## src/rtl/crtc0_pkg.sv

```systemverilog
// Shared types and constants of the CRT controller
`default_nettype none
package crtc0_pkg;

  typedef enum logic [1:0] {
    CMD_TICK   = 2'd0,
    CMD_SELECT = 2'd1,
    CMD_WRITE  = 2'd2,
    CMD_READ   = 2'd3
  } cmd_t;

  typedef enum logic [1:0] {
    SL_IDLE = 2'd0,
    SL_ONE  = 2'd1,
    SL_TWO  = 2'd2
  } sl_t;

  typedef enum logic [1:0] {
    MR_IDLE = 2'd0,
    MR_ONE  = 2'd1,
    MR_TWO  = 2'd2
  } mr_t;

  localparam logic [1:0] MON_NONE  = 2'd0;
  localparam logic [1:0] MON_START = 2'd1;
  localparam logic [1:0] MON_END   = 2'd2;

  localparam logic [1:0] CHK_NONE = 2'd0;
  localparam logic [1:0] CHK_MIN  = 2'd1;
  localparam logic [1:0] CHK_MAX  = 2'd2;

  localparam logic [3:0] R_HTOTAL = 4'd0;
  localparam logic [3:0] R_HDISP  = 4'd1;
  localparam logic [3:0] R_HSPOS  = 4'd2;
  localparam logic [3:0] R_SYNCW  = 4'd3;
  localparam logic [3:0] R_VTOTAL = 4'd4;
  localparam logic [3:0] R_VADJ   = 4'd5;
  localparam logic [3:0] R_VDISP  = 4'd6;
  localparam logic [3:0] R_VSPOS  = 4'd7;
  localparam logic [3:0] R_SKEW   = 4'd8;
  localparam logic [3:0] R_MAXRAS = 4'd9;
  localparam logic [3:0] R_CURST  = 4'd10;
  localparam logic [3:0] R_CUREND = 4'd11;
  localparam logic [3:0] R_ADDRH  = 4'd12;
  localparam logic [3:0] R_ADDRL  = 4'd13;
  localparam logic [3:0] R_CURH   = 4'd14;
  localparam logic [3:0] R_CURL   = 4'd15;

  localparam logic [4:0] BLANK_LINES = 5'd26;

  localparam logic [7:0] REG_RESET [16] = '{
    8'd63, 8'd40, 8'd46, 8'h8e, 8'd38, 8'd0, 8'd25, 8'd30,
    8'd0, 8'd7, 8'd0, 8'd0, 8'h30, 8'd0, 8'd0, 8'd0
  };

  typedef struct packed {
    logic in_hsync;
    logic had_hsync;
    logic in_mon_hsync;
    logic in_vsync;
    logic in_vta;
    logic start_vta;
    logic res_char;
    logic res_frame;
    logic res_next;
    logic res_scan;
    logic res_vsync;
    logic r7_match;
    logic r9_match;
  } flags_t;

endpackage
`default_nettype wire

```

## src/rtl/crtc0_if.sv

```systemverilog
// Valid/ready channels for the controller's command and result words
`default_nettype none
interface crtc0_in_if;
  logic       valid;
  logic       ready;
  logic [1:0] command;
  logic [7:0] data;

  modport source (output valid, output command, output data, input ready);
  modport sink (input valid, input command, input data, output ready);
endinterface

interface crtc0_out_if;
  logic        valid;
  logic        ready;
  logic [7:0]  read_value;
  logic [15:0] video_address;
  logic        hsync_active;
  logic        vsync_active;
  logic        vertical_enable;
  logic [1:0]  horizontal_enable;
  logic [4:0]  blank_lines_left;
  logic [1:0]  monitor_hsync_event;
  logic        hsync_end_pulse;
  logic        vsync_start_pulse;
  logic        mode_change_pulse;
  logic [1:0]  scanline_check;

  modport source (output valid, output read_value, output video_address,
                  output hsync_active, output vsync_active, output vertical_enable,
                  output horizontal_enable, output blank_lines_left,
                  output monitor_hsync_event, output hsync_end_pulse,
                  output vsync_start_pulse, output mode_change_pulse,
                  output scanline_check, input ready);
  modport sink (input valid, input read_value, input video_address,
                input hsync_active, input vsync_active, input vertical_enable,
                input horizontal_enable, input blank_lines_left,
                input monitor_hsync_event, input hsync_end_pulse,
                input vsync_start_pulse, input mode_change_pulse,
                input scanline_check, output ready);
endinterface
`default_nettype wire

```

## src/rtl/crt_controller_type0.sv

```systemverilog
// A result word is registered when its command word is accepted and appears in the cycle after.
// Throughput: one command word per cycle while the result side takes words; the next-state logic is a single
//   combinational pass from the state registers to the state and result registers.
// The result register decouples the sides: a new word enters in the cycle the last is taken.
// Reset (rst_n low, synchronous) loads the power-on register set and clears
//   all counters, flags and the result valid.
`default_nettype none
module crt_controller_type0 (
  input  wire logic clk,
  input  wire logic rst_n,
  crtc0_in_if.sink    in_ch,
  crtc0_out_if.source out_ch
);
  import crtc0_pkg::*;

  // State registers
  logic [7:0]  regs_r [16];
  logic [7:0]  regs_nxt [16];
  logic [4:0]  sel_r, sel_nxt;
  logic [7:0]  char_r, char_nxt;
  logic [4:0]  ras_r, ras_nxt;
  logic [6:0]  line_r, line_nxt;
  logic [3:0]  hsw_r, hsw_nxt;
  logic [4:0]  vswc_r, vswc_nxt;
  logic [13:0] la_cur_r, la_cur_nxt;
  logic [13:0] la_next_r, la_next_nxt;
  logic [13:0] la_req_r, la_req_nxt;
  logic [2:0]  rbase_r, rbase_nxt;
  flags_t      fl_r, fl_nxt;
  sl_t         sl_r, sl_nxt;
  mr_t         mr_r, mr_nxt;
  logic [7:0]  last_end_r, last_end_nxt;
  logic [1:0]  h_start_r, h_start_nxt;
  logic [7:0]  h_end_r, h_end_nxt;
  logic [4:0]  adjust_r, adjust_nxt;
  logic        pend_v_r, pend_v_nxt;
  logic        cur_v_r, cur_v_nxt;
  logic [1:0]  pend_h_r, pend_h_nxt;
  logic [1:0]  cur_h_r, cur_h_nxt;
  logic [4:0]  blank_r, blank_nxt;
  logic [15:0] video_r, video_nxt;

  // Per-word results
  logic [7:0]  rv;
  logic [1:0]  ev_mon;
  logic        ev_hend;
  logic        ev_vstart;
  logic        ev_mode;
  logic [1:0]  ev_check;
  logic        new_scan;
  logic        ras_match;
  logic [1:0]  skew;
  logic [4:0]  vsw;
  logic [13:0] fetch_sum;
  logic [7:0]  wr_val;

  // Result register
  logic        out_valid_r;
  logic [7:0]  out_rv_r;
  logic [15:0] out_video_r;
  logic        out_hsync_r;
  logic        out_vsync_r;
  logic        out_ven_r;
  logic [1:0]  out_hen_r;
  logic [4:0]  out_blank_r;
  logic [1:0]  out_mon_r;
  logic        out_hend_r;
  logic        out_vstart_r;
  logic        out_mode_r;
  logic [1:0]  out_check_r;

  logic accept;
  cmd_t cmd;

  assign in_ch.ready = !out_valid_r || out_ch.ready;
  assign accept      = in_ch.valid && in_ch.ready;
  assign cmd         = cmd_t'(in_ch.command);
  assign wr_val      = in_ch.data;
  assign fetch_sum   = la_cur_r + {6'd0, char_r};
  assign vsw         = (regs_r[R_SYNCW][7:4] == 4'd0) ? 5'd16 : {1'b0, regs_r[R_SYNCW][7:4]};

  // Compute the next state and the result word for one command
  always_comb begin
    regs_nxt     = regs_r;
    sel_nxt      = sel_r;
    char_nxt     = char_r;
    ras_nxt      = ras_r;
    line_nxt     = line_r;
    hsw_nxt      = hsw_r;
    vswc_nxt     = vswc_r;
    la_cur_nxt   = la_cur_r;
    la_next_nxt  = la_next_r;
    la_req_nxt   = la_req_r;
    rbase_nxt    = rbase_r;
    fl_nxt       = fl_r;
    sl_nxt       = sl_r;
    mr_nxt       = mr_r;
    last_end_nxt = last_end_r;
    h_start_nxt  = h_start_r;
    h_end_nxt    = h_end_r;
    adjust_nxt   = adjust_r;
    pend_v_nxt   = pend_v_r;
    cur_v_nxt    = cur_v_r;
    pend_h_nxt   = pend_h_r;
    cur_h_nxt    = cur_h_r;
    blank_nxt    = blank_r;
    video_nxt    = video_r;
    rv           = 8'd0;
    ev_mon       = MON_NONE;
    ev_hend      = 1'b0;
    ev_vstart    = 1'b0;
    ev_mode      = 1'b0;
    ev_check     = CHK_NONE;
    new_scan     = 1'b0;
    ras_match    = 1'b0;
    skew         = regs_r[R_SKEW][5:4];

    case (cmd)
      CMD_TICK: begin
        // Latch the fetch address and the display timing
        video_nxt = {fetch_sum[13:12], rbase_r, fetch_sum[9:0], 1'b0};
        cur_v_nxt = pend_v_r;
        cur_h_nxt = pend_h_r;

        // Advance the character counter
        if (char_r == regs_r[R_HTOTAL]) begin
          last_end_nxt = char_r;
          new_scan     = 1'b1;
          char_nxt     = 8'd0;
        end else begin
          char_nxt = char_r + 8'd1;
        end

        // Last character of the line
        if (char_nxt == regs_r[R_HTOTAL]) begin
          fl_nxt.res_char = ({3'd0, ras_nxt} == regs_r[R_MAXRAS]);
          if (fl_nxt.res_next) begin
            fl_nxt.res_next  = 1'b0;
            fl_nxt.res_frame = 1'b1;
          end
          if (fl_nxt.start_vta) begin
            fl_nxt.start_vta = 1'b0;
            fl_nxt.in_vta    = 1'b1;
          end
          if (fl_nxt.in_vta)
            fl_nxt.res_scan = ({3'd0, ras_nxt} == regs_r[R_MAXRAS]) &&
                              ({1'b0, line_nxt} == regs_r[R_VTOTAL]);
        end

        // Capture the next line's start address
        if (char_nxt == regs_r[R_HDISP] && {3'd0, ras_nxt} == regs_r[R_MAXRAS])
          la_next_nxt = la_cur_r + {6'd0, char_nxt};

        // Horizontal sync
        if (fl_nxt.in_hsync || char_nxt == regs_r[R_HSPOS]) begin
          if (!fl_nxt.in_hsync) begin
            fl_nxt.in_hsync  = 1'b1;
            fl_nxt.had_hsync = 1'b1;
            hsw_nxt          = 4'd0;
          end
          if (hsw_nxt == regs_r[R_SYNCW][3:0]) begin
            ev_hend         = 1'b1;
            fl_nxt.in_hsync = 1'b0;
            if (blank_nxt != 5'd0) blank_nxt = blank_nxt - 5'd1;
            if (fl_nxt.had_hsync) begin
              fl_nxt.had_hsync = 1'b0;
              ev_mode          = 1'b1;
            end
            if (fl_nxt.in_mon_hsync) begin
              fl_nxt.in_mon_hsync = 1'b0;
              ev_mon              = MON_END;
            end
          end else begin
            hsw_nxt = hsw_nxt + 4'd1;
            if (hsw_nxt == 4'd3) begin
              fl_nxt.in_mon_hsync = 1'b1;
              ev_mon              = MON_START;
            end else if (hsw_nxt == 4'd7) begin
              if (fl_nxt.had_hsync) begin
                fl_nxt.had_hsync = 1'b0;
                ev_mode          = 1'b1;
              end
              fl_nxt.in_mon_hsync = 1'b0;
              ev_mon              = MON_END;
            end
          end
        end

        // Advance the delay slots
        case (sl_nxt)
          SL_ONE: sl_nxt = SL_TWO;
          SL_TWO: begin
            adjust_nxt = regs_r[R_VADJ][4:0];
            sl_nxt     = SL_IDLE;
          end
          default: ;
        endcase
        case (mr_nxt)
          MR_ONE: begin
            if ({3'd0, ras_nxt} == regs_r[R_MAXRAS] &&
                {1'b0, line_nxt} == regs_r[R_VTOTAL]) begin
              fl_nxt.in_vta    = 1'b0;
              fl_nxt.start_vta = 1'b1;
            end else begin
              fl_nxt.start_vta = 1'b0;
            end
            mr_nxt = MR_TWO;
          end
          MR_TWO: begin
            if (fl_nxt.start_vta && {1'b0, line_nxt} == regs_r[R_VTOTAL] &&
                regs_r[R_VADJ] == 8'd0)
              fl_nxt.res_next = 1'b1;
            mr_nxt = MR_IDLE;
          end
          default: ;
        endcase

        // New scan line
        if (new_scan) begin
          la_cur_nxt = la_next_nxt;
          if (fl_nxt.in_vsync) begin
            vswc_nxt = vswc_nxt + 5'd1;
            if (vswc_nxt == vsw) begin
              vswc_nxt         = 5'd0;
              fl_nxt.res_vsync = 1'b1;
            end
          end

          if (fl_nxt.res_frame) begin
            // Restart the frame
            fl_nxt.in_vta    = 1'b0;
            fl_nxt.res_frame = 1'b0;
            fl_nxt.res_scan  = 1'b0;
            fl_nxt.res_char  = 1'b0;
            ras_nxt          = 5'd0;
            rbase_nxt        = 3'd0;
            line_nxt         = 7'd0;
            pend_v_nxt       = 1'b1;
            la_cur_nxt       = la_req_nxt;
            la_next_nxt      = la_req_nxt;
            if ({1'b0, line_nxt} == regs_r[R_VDISP]) pend_v_nxt = 1'b0;
            if ({1'b0, line_nxt} == regs_r[R_VSPOS]) begin
              if (last_end_nxt >= 8'd2 && !fl_nxt.r7_match) begin
                fl_nxt.res_vsync = 1'b0;
                if (!fl_nxt.in_vsync) begin
                  vswc_nxt        = 5'd0;
                  fl_nxt.in_vsync = 1'b1;
                  blank_nxt       = BLANK_LINES;
                  ev_vstart       = 1'b1;
                end
              end
              fl_nxt.r7_match = 1'b1;
            end else begin
              fl_nxt.r7_match = 1'b0;
            end
          end else if (fl_nxt.res_scan) begin
            fl_nxt.res_scan = 1'b0;
            ras_nxt         = 5'd0;
            rbase_nxt       = 3'd0;
          end else begin
            ras_nxt = ras_nxt + 5'd1;
            if (ras_nxt == 5'd0) begin
              if ({1'b0, line_nxt} == regs_r[R_VDISP]) pend_v_nxt = 1'b0;
              if ({1'b0, line_nxt} == regs_r[R_VSPOS]) begin
                if (last_end_nxt >= 8'd2 && !fl_nxt.r7_match) begin
                  fl_nxt.res_vsync = 1'b0;
                  if (!fl_nxt.in_vsync) begin
                    vswc_nxt        = 5'd0;
                    fl_nxt.in_vsync = 1'b1;
                    blank_nxt       = BLANK_LINES;
                    ev_vstart       = 1'b1;
                  end
                end
                fl_nxt.r7_match = 1'b1;
              end else begin
                fl_nxt.r7_match = 1'b0;
              end
            end
            rbase_nxt = rbase_nxt + 3'd1;
          end
          sl_nxt = SL_ONE;

          // Raster match against R9
          ras_match = ({3'd0, ras_nxt} == regs_r[R_MAXRAS]);
          if (ras_match) begin
            fl_nxt.res_scan = 1'b1;
            mr_nxt          = MR_ONE;
          end
          fl_nxt.r9_match = ras_match;

          // End of the total-adjust lines
          if (fl_nxt.in_vta && ras_nxt == adjust_nxt) begin
            fl_nxt.in_vta    = 1'b0;
            fl_nxt.res_frame = 1'b0;
            fl_nxt.res_scan  = 1'b0;
            fl_nxt.res_char  = 1'b0;
            ras_nxt          = 5'd0;
            rbase_nxt        = 3'd0;
            line_nxt         = 7'd0;
            pend_v_nxt       = 1'b1;
            la_cur_nxt       = la_req_nxt;
            la_next_nxt      = la_req_nxt;
            if ({1'b0, line_nxt} == regs_r[R_VDISP]) pend_v_nxt = 1'b0;
            if ({1'b0, line_nxt} == regs_r[R_VSPOS]) begin
              if (last_end_nxt >= 8'd2 && !fl_nxt.r7_match) begin
                fl_nxt.res_vsync = 1'b0;
                if (!fl_nxt.in_vsync) begin
                  vswc_nxt        = 5'd0;
                  fl_nxt.in_vsync = 1'b1;
                  blank_nxt       = BLANK_LINES;
                  ev_vstart       = 1'b1;
                end
              end
              fl_nxt.r7_match = 1'b1;
            end else begin
              fl_nxt.r7_match = 1'b0;
            end
            if (regs_r[R_MAXRAS] == 8'd0) fl_nxt.res_scan = 1'b1;
          end

          // Next character row
          if (fl_nxt.res_char) begin
            line_nxt = line_nxt + 7'd1;
            if (line_nxt == 7'd0) begin
              pend_v_nxt  = 1'b1;
              la_cur_nxt  = la_req_nxt;
              la_next_nxt = la_req_nxt;
            end
            if ({1'b0, line_nxt} == regs_r[R_VDISP]) pend_v_nxt = 1'b0;
            if ({1'b0, line_nxt} == regs_r[R_VSPOS]) begin
              if (last_end_nxt >= 8'd2 && !fl_nxt.r7_match) begin
                fl_nxt.res_vsync = 1'b0;
                if (!fl_nxt.in_vsync) begin
                  vswc_nxt        = 5'd0;
                  fl_nxt.in_vsync = 1'b1;
                  blank_nxt       = BLANK_LINES;
                  ev_vstart       = 1'b1;
                end
              end
              fl_nxt.r7_match = 1'b1;
            end else begin
              fl_nxt.r7_match = 1'b0;
            end
          end

          // Vertical sync end and scan line check
          if (fl_nxt.in_vsync) begin
            if (fl_nxt.res_vsync) begin
              fl_nxt.in_vsync  = 1'b0;
              fl_nxt.res_vsync = 1'b0;
              ev_check         = CHK_MAX;
            end else begin
              ev_check = CHK_MIN;
            end
          end else begin
            ev_check = CHK_MAX;
          end
        end

        // Horizontal display window
        if (char_nxt == {6'd0, h_start_nxt}) pend_h_nxt = pend_h_nxt | 2'b01;
        if (char_nxt == h_end_nxt) pend_h_nxt = pend_h_nxt & 2'b10;
      end

      CMD_SELECT: sel_nxt = in_ch.data[4:0];

      CMD_WRITE: begin
        if (!sel_r[4]) begin
          case (sel_r[3:0])
            R_HTOTAL: regs_nxt[R_HTOTAL] = wr_val;
            R_HDISP: begin
              regs_nxt[R_HDISP] = wr_val;
              pend_h_nxt        = pend_h_nxt | 2'b10;
              if (skew == 2'd3) begin
                pend_h_nxt = pend_h_nxt & 2'b01;
              end else begin
                h_start_nxt = skew;
                h_end_nxt   = {6'd0, skew} + wr_val;
              end
            end
            R_HSPOS: regs_nxt[R_HSPOS] = wr_val;
            R_SYNCW: regs_nxt[R_SYNCW] = wr_val;
            R_VTOTAL: begin
              regs_nxt[R_VTOTAL] = {1'b0, wr_val[6:0]};
              if (mr_r == MR_TWO && line_r == wr_val[6:0] &&
                  {3'd0, ras_r} == regs_r[R_MAXRAS])
                fl_nxt.start_vta = 1'b1;
            end
            R_VADJ: regs_nxt[R_VADJ] = {3'd0, wr_val[4:0]};
            R_VDISP: begin
              regs_nxt[R_VDISP] = {1'b0, wr_val[6:0]};
              if (line_r == wr_val[6:0]) pend_v_nxt = 1'b0;
            end
            R_VSPOS: begin
              regs_nxt[R_VSPOS] = {1'b0, wr_val[6:0]};
              if (line_r == wr_val[6:0]) begin
                if (!fl_r.r7_match) begin
                  fl_nxt.r7_match = 1'b1;
                  if (char_r >= 8'd2) begin
                    fl_nxt.res_vsync = 1'b0;
                    if (!fl_r.in_vsync) begin
                      vswc_nxt        = 5'd0;
                      fl_nxt.in_vsync = 1'b1;
                      blank_nxt       = BLANK_LINES;
                      ev_vstart       = 1'b1;
                    end
                  end
                end
              end else begin
                fl_nxt.r7_match = 1'b0;
              end
            end
            R_SKEW: begin
              regs_nxt[R_SKEW] = wr_val;
              pend_h_nxt       = pend_h_nxt | 2'b10;
              if (wr_val[5:4] == 2'd3) begin
                pend_h_nxt = pend_h_nxt & 2'b01;
              end else begin
                h_start_nxt = wr_val[5:4];
                h_end_nxt   = {6'd0, wr_val[5:4]} + regs_r[R_HDISP];
              end
            end
            R_MAXRAS: begin
              regs_nxt[R_MAXRAS] = {3'd0, wr_val[4:0]};
              ras_match          = (ras_r == wr_val[4:0]);
              if (ras_match) fl_nxt.res_scan = 1'b1;
              if (fl_r.r9_match != ras_match) begin
                fl_nxt.r9_match = ras_match;
                if (ras_match) mr_nxt = MR_ONE;
              end
              if (ras_match) begin
                if (char_r == regs_r[R_HDISP]) la_next_nxt = fetch_sum;
                if (char_r == regs_r[R_HTOTAL]) fl_nxt.res_char = 1'b1;
                if (!fl_r.start_vta) fl_nxt.res_scan = 1'b1;
              end else if (!fl_r.in_vta) begin
                fl_nxt.res_scan = 1'b0;
              end
            end
            R_CURST:  regs_nxt[R_CURST]  = {1'b0, wr_val[6:0]};
            R_CUREND: regs_nxt[R_CUREND] = {3'd0, wr_val[4:0]};
            R_ADDRH: begin
              regs_nxt[R_ADDRH] = {2'd0, wr_val[5:0]};
              la_req_nxt        = {wr_val[5:0], regs_r[R_ADDRL]};
            end
            R_ADDRL: begin
              regs_nxt[R_ADDRL] = wr_val;
              la_req_nxt        = {regs_r[R_ADDRH][5:0], wr_val};
            end
            R_CURH: regs_nxt[R_CURH] = {2'd0, wr_val[5:0]};
            R_CURL: regs_nxt[R_CURL] = wr_val;
            default: ;
          endcase
        end
      end

      CMD_READ: begin
        // Only the start address and cursor address registers read back
        if (sel_r[4:2] == 3'b011) rv = regs_r[sel_r[3:0]];
      end

      default: ;
    endcase
  end

  // Update the controller state on each accepted word
  always_ff @(posedge clk) begin
    if (!rst_n) begin
      regs_r     <= REG_RESET;
      sel_r      <= 5'd0;
      char_r     <= 8'd0;
      ras_r      <= 5'd0;
      line_r     <= 7'd0;
      hsw_r      <= 4'd0;
      vswc_r     <= 5'd0;
      la_cur_r   <= 14'd0;
      la_next_r  <= 14'd0;
      la_req_r   <= 14'h3000;
      rbase_r    <= 3'd0;
      fl_r       <= '0;
      sl_r       <= SL_IDLE;
      mr_r       <= MR_IDLE;
      last_end_r <= 8'd0;
      h_start_r  <= 2'd0;
      h_end_r    <= 8'd40;
      adjust_r   <= 5'd0;
      pend_v_r   <= 1'b1;
      cur_v_r    <= 1'b1;
      pend_h_r   <= 2'd3;
      cur_h_r    <= 2'd3;
      blank_r    <= 5'd0;
      video_r    <= 16'd0;
    end else if (accept) begin
      regs_r     <= regs_nxt;
      sel_r      <= sel_nxt;
      char_r     <= char_nxt;
      ras_r      <= ras_nxt;
      line_r     <= line_nxt;
      hsw_r      <= hsw_nxt;
      vswc_r     <= vswc_nxt;
      la_cur_r   <= la_cur_nxt;
      la_next_r  <= la_next_nxt;
      la_req_r   <= la_req_nxt;
      rbase_r    <= rbase_nxt;
      fl_r       <= fl_nxt;
      sl_r       <= sl_nxt;
      mr_r       <= mr_nxt;
      last_end_r <= last_end_nxt;
      h_start_r  <= h_start_nxt;
      h_end_r    <= h_end_nxt;
      adjust_r   <= adjust_nxt;
      pend_v_r   <= pend_v_nxt;
      cur_v_r    <= cur_v_nxt;
      pend_h_r   <= pend_h_nxt;
      cur_h_r    <= cur_h_nxt;
      blank_r    <= blank_nxt;
      video_r    <= video_nxt;
    end
  end

  // Hold the result word until taken
  always_ff @(posedge clk) begin
    if (!rst_n) begin
      out_valid_r <= 1'b0;
    end else if (accept) begin
      out_valid_r <= 1'b1;
    end else if (out_ch.ready) begin
      out_valid_r <= 1'b0;
    end
  end

  always_ff @(posedge clk) begin
    if (accept) begin
      out_rv_r     <= rv;
      out_video_r  <= video_nxt;
      out_hsync_r  <= fl_nxt.in_hsync;
      out_vsync_r  <= fl_nxt.in_vsync;
      out_ven_r    <= cur_v_nxt;
      out_hen_r    <= cur_h_nxt;
      out_blank_r  <= blank_nxt;
      out_mon_r    <= ev_mon;
      out_hend_r   <= ev_hend;
      out_vstart_r <= ev_vstart;
      out_mode_r   <= ev_mode;
      out_check_r  <= ev_check;
    end
  end

  assign out_ch.valid               = out_valid_r;
  assign out_ch.read_value          = out_rv_r;
  assign out_ch.video_address       = out_video_r;
  assign out_ch.hsync_active        = out_hsync_r;
  assign out_ch.vsync_active        = out_vsync_r;
  assign out_ch.vertical_enable     = out_ven_r;
  assign out_ch.horizontal_enable   = out_hen_r;
  assign out_ch.blank_lines_left    = out_blank_r;
  assign out_ch.monitor_hsync_event = out_mon_r;
  assign out_ch.hsync_end_pulse     = out_hend_r;
  assign out_ch.vsync_start_pulse   = out_vstart_r;
  assign out_ch.mode_change_pulse   = out_mode_r;
  assign out_ch.scanline_check      = out_check_r;

endmodule
`default_nettype wire

```

## src/flat_wrapper.sv

```systemverilog
// flat-port wrapper written by rule: the top's interface ports become plain ports
module crt_controller_type0_flat import crtc0_pkg::*;
  (clk, rst_n, in_ch_valid, in_ch_command, in_ch_data, in_ch_ready, out_ch_valid, out_ch_read_value, out_ch_video_address, out_ch_hsync_active, out_ch_vsync_active, out_ch_vertical_enable, out_ch_horizontal_enable, out_ch_blank_lines_left, out_ch_monitor_hsync_event, out_ch_hsync_end_pulse, out_ch_vsync_start_pulse, out_ch_mode_change_pulse, out_ch_scanline_check, out_ch_ready);
  crtc0_in_if in_ch_i ();
  crtc0_out_if out_ch_i ();
  input  wire logic clk;
  input  wire logic rst_n;
  input wire logic [$bits(in_ch_i.valid)-1:0] in_ch_valid;
  input wire logic [$bits(in_ch_i.command)-1:0] in_ch_command;
  input wire logic [$bits(in_ch_i.data)-1:0] in_ch_data;
  output wire logic [$bits(in_ch_i.ready)-1:0] in_ch_ready;
  output wire logic [$bits(out_ch_i.valid)-1:0] out_ch_valid;
  output wire logic [$bits(out_ch_i.read_value)-1:0] out_ch_read_value;
  output wire logic [$bits(out_ch_i.video_address)-1:0] out_ch_video_address;
  output wire logic [$bits(out_ch_i.hsync_active)-1:0] out_ch_hsync_active;
  output wire logic [$bits(out_ch_i.vsync_active)-1:0] out_ch_vsync_active;
  output wire logic [$bits(out_ch_i.vertical_enable)-1:0] out_ch_vertical_enable;
  output wire logic [$bits(out_ch_i.horizontal_enable)-1:0] out_ch_horizontal_enable;
  output wire logic [$bits(out_ch_i.blank_lines_left)-1:0] out_ch_blank_lines_left;
  output wire logic [$bits(out_ch_i.monitor_hsync_event)-1:0] out_ch_monitor_hsync_event;
  output wire logic [$bits(out_ch_i.hsync_end_pulse)-1:0] out_ch_hsync_end_pulse;
  output wire logic [$bits(out_ch_i.vsync_start_pulse)-1:0] out_ch_vsync_start_pulse;
  output wire logic [$bits(out_ch_i.mode_change_pulse)-1:0] out_ch_mode_change_pulse;
  output wire logic [$bits(out_ch_i.scanline_check)-1:0] out_ch_scanline_check;
  input wire logic [$bits(out_ch_i.ready)-1:0] out_ch_ready;
  assign in_ch_i.valid = in_ch_valid;
  assign in_ch_i.command = in_ch_command;
  assign in_ch_i.data = in_ch_data;
  assign in_ch_ready = in_ch_i.ready;
  assign out_ch_valid = out_ch_i.valid;
  assign out_ch_read_value = out_ch_i.read_value;
  assign out_ch_video_address = out_ch_i.video_address;
  assign out_ch_hsync_active = out_ch_i.hsync_active;
  assign out_ch_vsync_active = out_ch_i.vsync_active;
  assign out_ch_vertical_enable = out_ch_i.vertical_enable;
  assign out_ch_horizontal_enable = out_ch_i.horizontal_enable;
  assign out_ch_blank_lines_left = out_ch_i.blank_lines_left;
  assign out_ch_monitor_hsync_event = out_ch_i.monitor_hsync_event;
  assign out_ch_hsync_end_pulse = out_ch_i.hsync_end_pulse;
  assign out_ch_vsync_start_pulse = out_ch_i.vsync_start_pulse;
  assign out_ch_mode_change_pulse = out_ch_i.mode_change_pulse;
  assign out_ch_scanline_check = out_ch_i.scanline_check;
  assign out_ch_i.ready = out_ch_ready;
  crt_controller_type0 u_core (.clk(clk), .rst_n(rst_n), .in_ch(in_ch_i), .out_ch(out_ch_i));
endmodule
```

## config.mk

```make
export PLATFORM = sky130hd
export DESIGN_NAME = crt_controller_type0_flat
export DESIGN_NICKNAME = d
export VERILOG_FILES = /design/src/rtl/crtc0_pkg.sv /design/src/rtl/crtc0_if.sv /design/src/rtl/crt_controller_type0.sv /design/src/flat_wrapper.sv
export SDC_FILE = /design/constraint.sdc
export NUM_CORES = 1
export LEC_CHECK = 0
export ABC_AREA = 1
export BUFFER_PORTS_ARGS = -buffer_cell sky130_fd_sc_hd__buf_4
export CAP_MARGIN = 20
export CORE_ASPECT_RATIO = 1.1
export CORE_MARGIN = 10
export CORE_UTILIZATION = 44
export CTS_CLUSTER_DIAMETER = 60
export DETAILED_ROUTE_END_ITERATION = 7
export PLACE_DENSITY = 0.7
export SYNTH_ARGS = -nofsm -noshare
export SYNTH_HDL_FRONTEND = slang
export SYNTH_SLANG_ARGS = --single-unit
```

## constraint.sdc

```tcl
create_clock -name clk -period 7.6 [get_ports clk]
set_input_delay 0.38 -clock clk [delete_from_list [all_inputs] [get_ports clk]]
set_output_delay 0.38 -clock clk [all_outputs]
set_load 0.1 [all_outputs]
```

==> results_dict.tcl, run 1 <==
set metrics [dict create \
    outcome "finished clean" \
    dp_hpwl_um 40700 \
    pwr_density_cell_nw_per_um2 197 \
    stdcell_count 2889 \
    ant_nets 0 \
    cts_root_buf "clkbuf_16" \
    min_path_type "in -> reg" \
    grt_overflow 0 \
    slew_headroom_pct 27.0 \
    fin_area_um2 18900 \
    die_area_um2 47400 \
    ios 57 \
    port_buffers 56 \
    start_util_pct 44.8 \
    period_minus_slack_ns 5.59 \
    ys_types 67 \
    finalMaxSlewViolations 0 \
    yosysSeqAreaShare_pct 37.1 \
    ys_ff_latch 298 \
    worstSetupPathType "reg -> reg" \
    clock-sinks 298 \
    hold_viol 0 \
    vdd_ir_drop_max_mv 0.184 \
    synth-edff-count 41 \
    dp.cells 2830 \
    fmax_ghz 0.179 \
    setup_viol 0 \
    insertion_delay_ns 0.59 \
    critPathRequiredTime_ns 8.07 \
    end_kind "flip-flop" \
    grt_usage_pct 23.0 \
    crit_fanout 24 \
    setup_tns_ns 0 \
    worst_pin_slew_ns 1.09 \
    grt_pass1_wl_um 88100 \
    synth_cells 2379 \
    grt_pass1_vias 15400 \
    yosys.area.top_type "dfxtp_1" \
    grt_max_degree 96 \
    antenna_found_initial 0 \
    cts_hold_buffers 0 \
    synthesis.nets 2431 \
    fp-row-count 75 \
    synth_top_area_share_pct 29.9 \
    leakagePower_nw 7.95 \
    skew_ns 0.0165 \
    yosysWarnings 0 \
    synth.area.top_cells "dfxtp_1, nand2_1, edfxtp_1" \
    place_congestion 1.00 \
    cts_buffers 31 \
    drt_iter0_markers 1800 \
    nets 2417 \
    num_antenna_cells 0 \
    syn2layout_area_growth_pct 10.0 \
    wl_um 56800 \
    chipWidth_um 208 \
    place_area_um2 17800 \
    cts_buffer_depth 3 \
    wl_per_cell_um 19.7 \
    cpPeakStageDelay_ns 0.51 \
    async_flop_share_pct 0 \
    cts_setup_buffers 0 \
    drtPass1Iterations 6 \
    critPathLaunchType "flip-flop" \
    drc_errors 0 \
    vias_per_cell 5.79 \
    cts_tree "yes" \
    layout-drive-gt1-share_pct 9.46 \
    cts-htree-levels 1 \
    grt_setup_unrepaired "false" \
    num_vias 16700 \
    cp.arrival_ns 6.06 \
    syn_area_um2 17200 \
    crit_slowest_cell "dfxtp_1" \
    period_share_pct 73.5 \
    avgSynthCellArea_um2 7.22 \
    max_cap_viol_count 0 \
    die_h_um 227 \
    core_um2 38400 \
    cp_common_cell "nand2_1" \
    path_clk_slew_ns 0.07 \
    cts-resized-gates 0 \
    synth_flop_cell "dfxtp_1" \
]
## per-layer routing
metal / vias up / GRT usage, % / wire [µm]
met1: 7860 / 31.1 / 24500
li1: 7980 / - / -
met4: 0 / 8.04 / 1740
met2: 791 / 36.6 / 25200
met5: - / 0 / 0
met3: 110 / 3.32 / 5300
## power breakdown
part / internal, mW / switching (mW) / total (mW)
registers: 1.64 / 0.0266 / 1.67
clock network: 0.942 / 0.673 / 1.62
logic: 0.105 / 0.340 / 0.445
## sequential cells by signal, indices dropped and copies added, names as in the netlist, 13 cells and up
register / flops
u_core.fl_r: 13
u_core.la_cur_r: 14
u_core.la_next_r: 14
u_core.la_req_r: 14
u_core.out_ch.video_address: 16
u_core.regs_r: 111
u_core.video_r: 16
## synth_stat cells (5+ instances only)
master and number:
dfxtp_1 257, buf_6 6, inv_1 293, nor4_1 11, ha_1 34, clkinv_1 7, o211a_1 7, nor2_1 170
a311oi_1 5, a22oi_1 23, nor2_2 5, nand2_1 431, nor2_4 8, xnor2_1 34, nand3_1 100, nor3_1 32
nand3_2 9, o22ai_1 32, a31oi_1 29, a41oi_1 6, nand4_1 26, edfxtp_1 41, clkbuf_1 97, xor2_1 66
a21oi_1 195, a211oi_1 24, nand2_2 26, inv_2 20, buf_2 10, o211ai_1 48, o221ai_1 10, buf_4 5
o21ai_0 239, buf_1 5, nand2_4 8
## stage by stage
stage / hold WS [ns] / power (mW) / setup slack (ns) / util (%)
6_report: 0.105 / 3.73 / 2.01 / 49.3
5_1_grt: 0.130 / 3.84 / 1.43 / 49.3
4_1_cts: 0.0896 / 3.74 / 2.07 / 49.2
3_5_place_dp: 0.445 / 2.14 / 2.10 / 46.4
3_3_place_gp: 0.439 / 2.13 / 2.31 / 46.4
2_1_floorplan: 0.424 / 2.01 / 3.30 / -
## cell usage in the layout, fill, tap and decap left out, drive strengths merged, types with 5 or more instances in the layout
master,instances
edfxtp,41
o221ai,10
o211a,7
nand3,110
xnor2,34
a211oi,24
ha,34
nand4,29
inv,314
buf,78
clkbuf,37
o21ai,241
nor3,33
o22ai,32
nor4,11
a31oi,29
o211ai,52
xor2,66
a22oi,23
bufinv,5
a21oi,195
a311oi,5
a41oi,6
nand2,467
clkinv,20
nor2,184
dfxtp,257
## cells by family after synthesis
kind of cell / after synthesis / share of synthesized area, %
and+or+nand+nor: 844 / 22.2
adders and majority gates: 38 / 2.94
xor gates and xnor gates: 100 / 5.10
AOI/OAI and AO/OA: 650 / 22.2
muxes: 3 / 0.175
buffers and inverters: 446 / 10.4
DFF: 298 / 37.1
## final timing paths
kind,start,end,slack (ns),depth (start not counted)
setup / recovery,u_core.char_r[4]$_SDFFE_PN0P_,u_core.la_next_r[13]$_SDFFE_PN0P_,2.01,38
hold reg to reg,u_core.regs_r[8]$_SDFFE_PN0P_,u_core.regs_r[8]$_SDFFE_PN0P_,0.46,2
hold / removal,out_ch_ready,u_core.out_ch.valid$_SDFFE_PN0P_,0.10,4
setup reg to reg,u_core.char_r[4]$_SDFFE_PN0P_,u_core.la_next_r[13]$_SDFFE_PN0P_,2.01,38
## critical path: cells and delay by family (launching register included)
kind	cells	cell delay (ns)
AOI/OAI and AO/OA	1	0.15
adders and majority gates	1	0.30
buffers and inverters	6	0.73
DFF	1	0.51
and+or+nand+nor	30	3.73
## area by class of cell
class / count / area [µm²]
clock buffers: 37 / 828
inverters: 321 / 1210
clock inverters: 20 / 233
flip-flops and latches: 298 / 6380
multi-input cells: 1635 / 9040
well taps: 500 / 626
fillers: 3727 / 19500
repair buffers: 78 / 603
Power figures use the tool's default switching activity.
==> run 2: changes to the inputs <==
clock period = 5.26 ns   (was 7.6 ns; I/O delays follow)
==> results_dict.tcl, run 2 (same netlist as run 1, synthesis figures left out) <==
set metrics [dict create \
    cts-htree-levels 2 \
    nets 2451 \
    final_cell_mix "nand2_1, inv_1, dfxtp_1, o21ai_0, a21oi_1" \
    ant_nets 0 \
    chipWidth_um 208 \
    ios 57 \
    slew_headroom_pct 20.3 \
    cpPeakStageDelay_ns 0.56 \
    grt_overflow 0 \
    end_kind "flip-flop" \
    crit_slowest_cell "dfxtp_1" \
    reg2regPathDepth 35 \
    period_minus_slack_ns 4.81 \
    layout-drive-gt1-share_pct 10.9 \
    core_um2 38400 \
    cts_hold_buffers 0 \
    cts_buffer_depth 3 \
    min_path_type "in -> reg" \
    start_util_pct 44.8 \
    grt_usage_pct 23.5 \
    grt_max_degree 86 \
    hold_viol 0 \
    dp_hpwl_um 41400 \
    finalMaxSlewViolations 0 \
    vias_per_cell 5.71 \
    stdcell_count 2925 \
    worstSetupPathType "reg -> reg" \
    cp.arrival_ns 5.23 \
    skew_ns 0.0123 \
    drt_iter0_markers 2024 \
    die_h_um 227 \
    dp.cells 2857 \
    vdd_ir_drop_max_mv 0.245 \
    cts_root_buf "clkbuf_16" \
    outcome "finished clean" \
    drtPass1Iterations 8 \
    wl_per_cell_um 19.7 \
    clock-sinks 298 \
    setup_tns_ns 0 \
    insertion_delay_ns 0.53 \
    drc_errors 0 \
    num_vias 16700 \
    place_congestion 0.958 \
    leakagePower_nw 8.16 \
    fmax_ghz 0.208 \
    cts_buffers 35 \
    largest_reg_flops 111 \
    critPathRequiredTime_ns 5.68 \
    grt_pass1_vias 15600 \
    die_area_um2 47400 \
    cts_tree "yes" \
    critPathLaunchType "flip-flop" \
    setup_viol 0 \
    period_share_pct 91.4 \
    power_mw 5.63 \
    grt_pass1_wl_um 89200 \
    syn2layout_area_growth_pct 12.2 \
    min_path_cells 4 \
    pwr_density_cell_nw_per_um2 292 \
    num_antenna_cells 0 \
    largest-register "u_core.regs_r" \
    timing.hold.ws_ns 0.0644 \
    wl_um 57600 \
    layout_commonest_cell "nand2_1" \
    port_buffers 56 \
    fp-row-count 75 \
    path_clk_slew_ns 0.06 \
    grt_setup_unrepaired "false" \
    worst_pin_slew_ns 1.17 \
    crit_fanout 13 \
    max_cap_viol_count 0 \
    antenna_found_initial 0 \
]
run 2: cell types whose count changed in the layout (fill, tap and decap cells not counted), moves of 4 or more:
cell / change
clkinv_1: -4
buf_4: +31
dfxtp_2: +4
clkbuf_1: +6
dfxtp_1: -4
clkbuf_16: +6
run 2: critical path, delay by kind of cell (launching register included):
family / cells / cell delay [ns]
fa+ha+maj: 1 / 0.25
buf+inv: 5 / 0.43
xor+xnor: 1 / 0.32
simple gates: 27 / 2.94
flops: 1 / 0.56
compound gates: 1 / 0.15
run 2: per-layer routing:
layer  global-route usage, %  vias up  routed length, µm
met5                       0        -                  0
met4                    8.54        0               1640
met3                    4.41      108               5110
met2                    37.3      744              25900
met1                    31.2     7811              24900
li1                        -     8043                  -
run 2: path summary, 6_finish.rpt:
path	start	end	slack, ns
hold / removal	out_ch_ready	u_core.out_ch.valid$_SDFFE_PN0P_	0.06
setup / recovery	u_core.char_r[2]$_SDFFE_PN0P_	u_core.la_next_r[9]$_SDFFE_PN0P_	0.45
setup reg to reg	u_core.char_r[2]$_SDFFE_PN0P_	u_core.la_next_r[9]$_SDFFE_PN0P_	0.45
hold reg to reg	u_core.video_r[11]$_SDFFE_PN0P_	u_core.video_r[11]$_SDFFE_PN0P_	0.45
run 2: final cells by class:
cell class	instances	area (µm²)
Timing Repair Buffer	108	808
Clock inverter	16	228
Sequential cell	298	6380
Inverter	321	1210
Fill cell	3742	19100
Tap cell	500	626
Multi-Input combinational cell	1635	9060
Clock buffer	47	973
run 2: through the flow:
stage / util [%] / setup slack, ns / instance area [µm²]
2_1_floorplan: - / 0.960 / 17200
4_1_cts: 50.1 / 0.189 / 19200
3_5_place_dp: 46.9 / 0.196 / 18000
5_1_grt: 50.2 / 0.0505 / 19300
3_3_place_gp: 46.9 / 0.331 / 18000
6_report: 50.2 / 0.450 / 19300
run 2: what timing repair did:
item                                    in CTS  in global routing
resized for setup                            0                  8
endpoints found under the hold margin        0                  0
endpoints found under the setup margin       0                 46
buffers inserted                             0                  4
run 2: where the power goes:
group	switching (mW)	leakage [nW]	internal (mW)	total (mW)
sequential	0.0354	2.49	2.37	2.40
clock	1.02	0.578	1.56	2.58
combinational	0.491	5.09	0.158	0.649
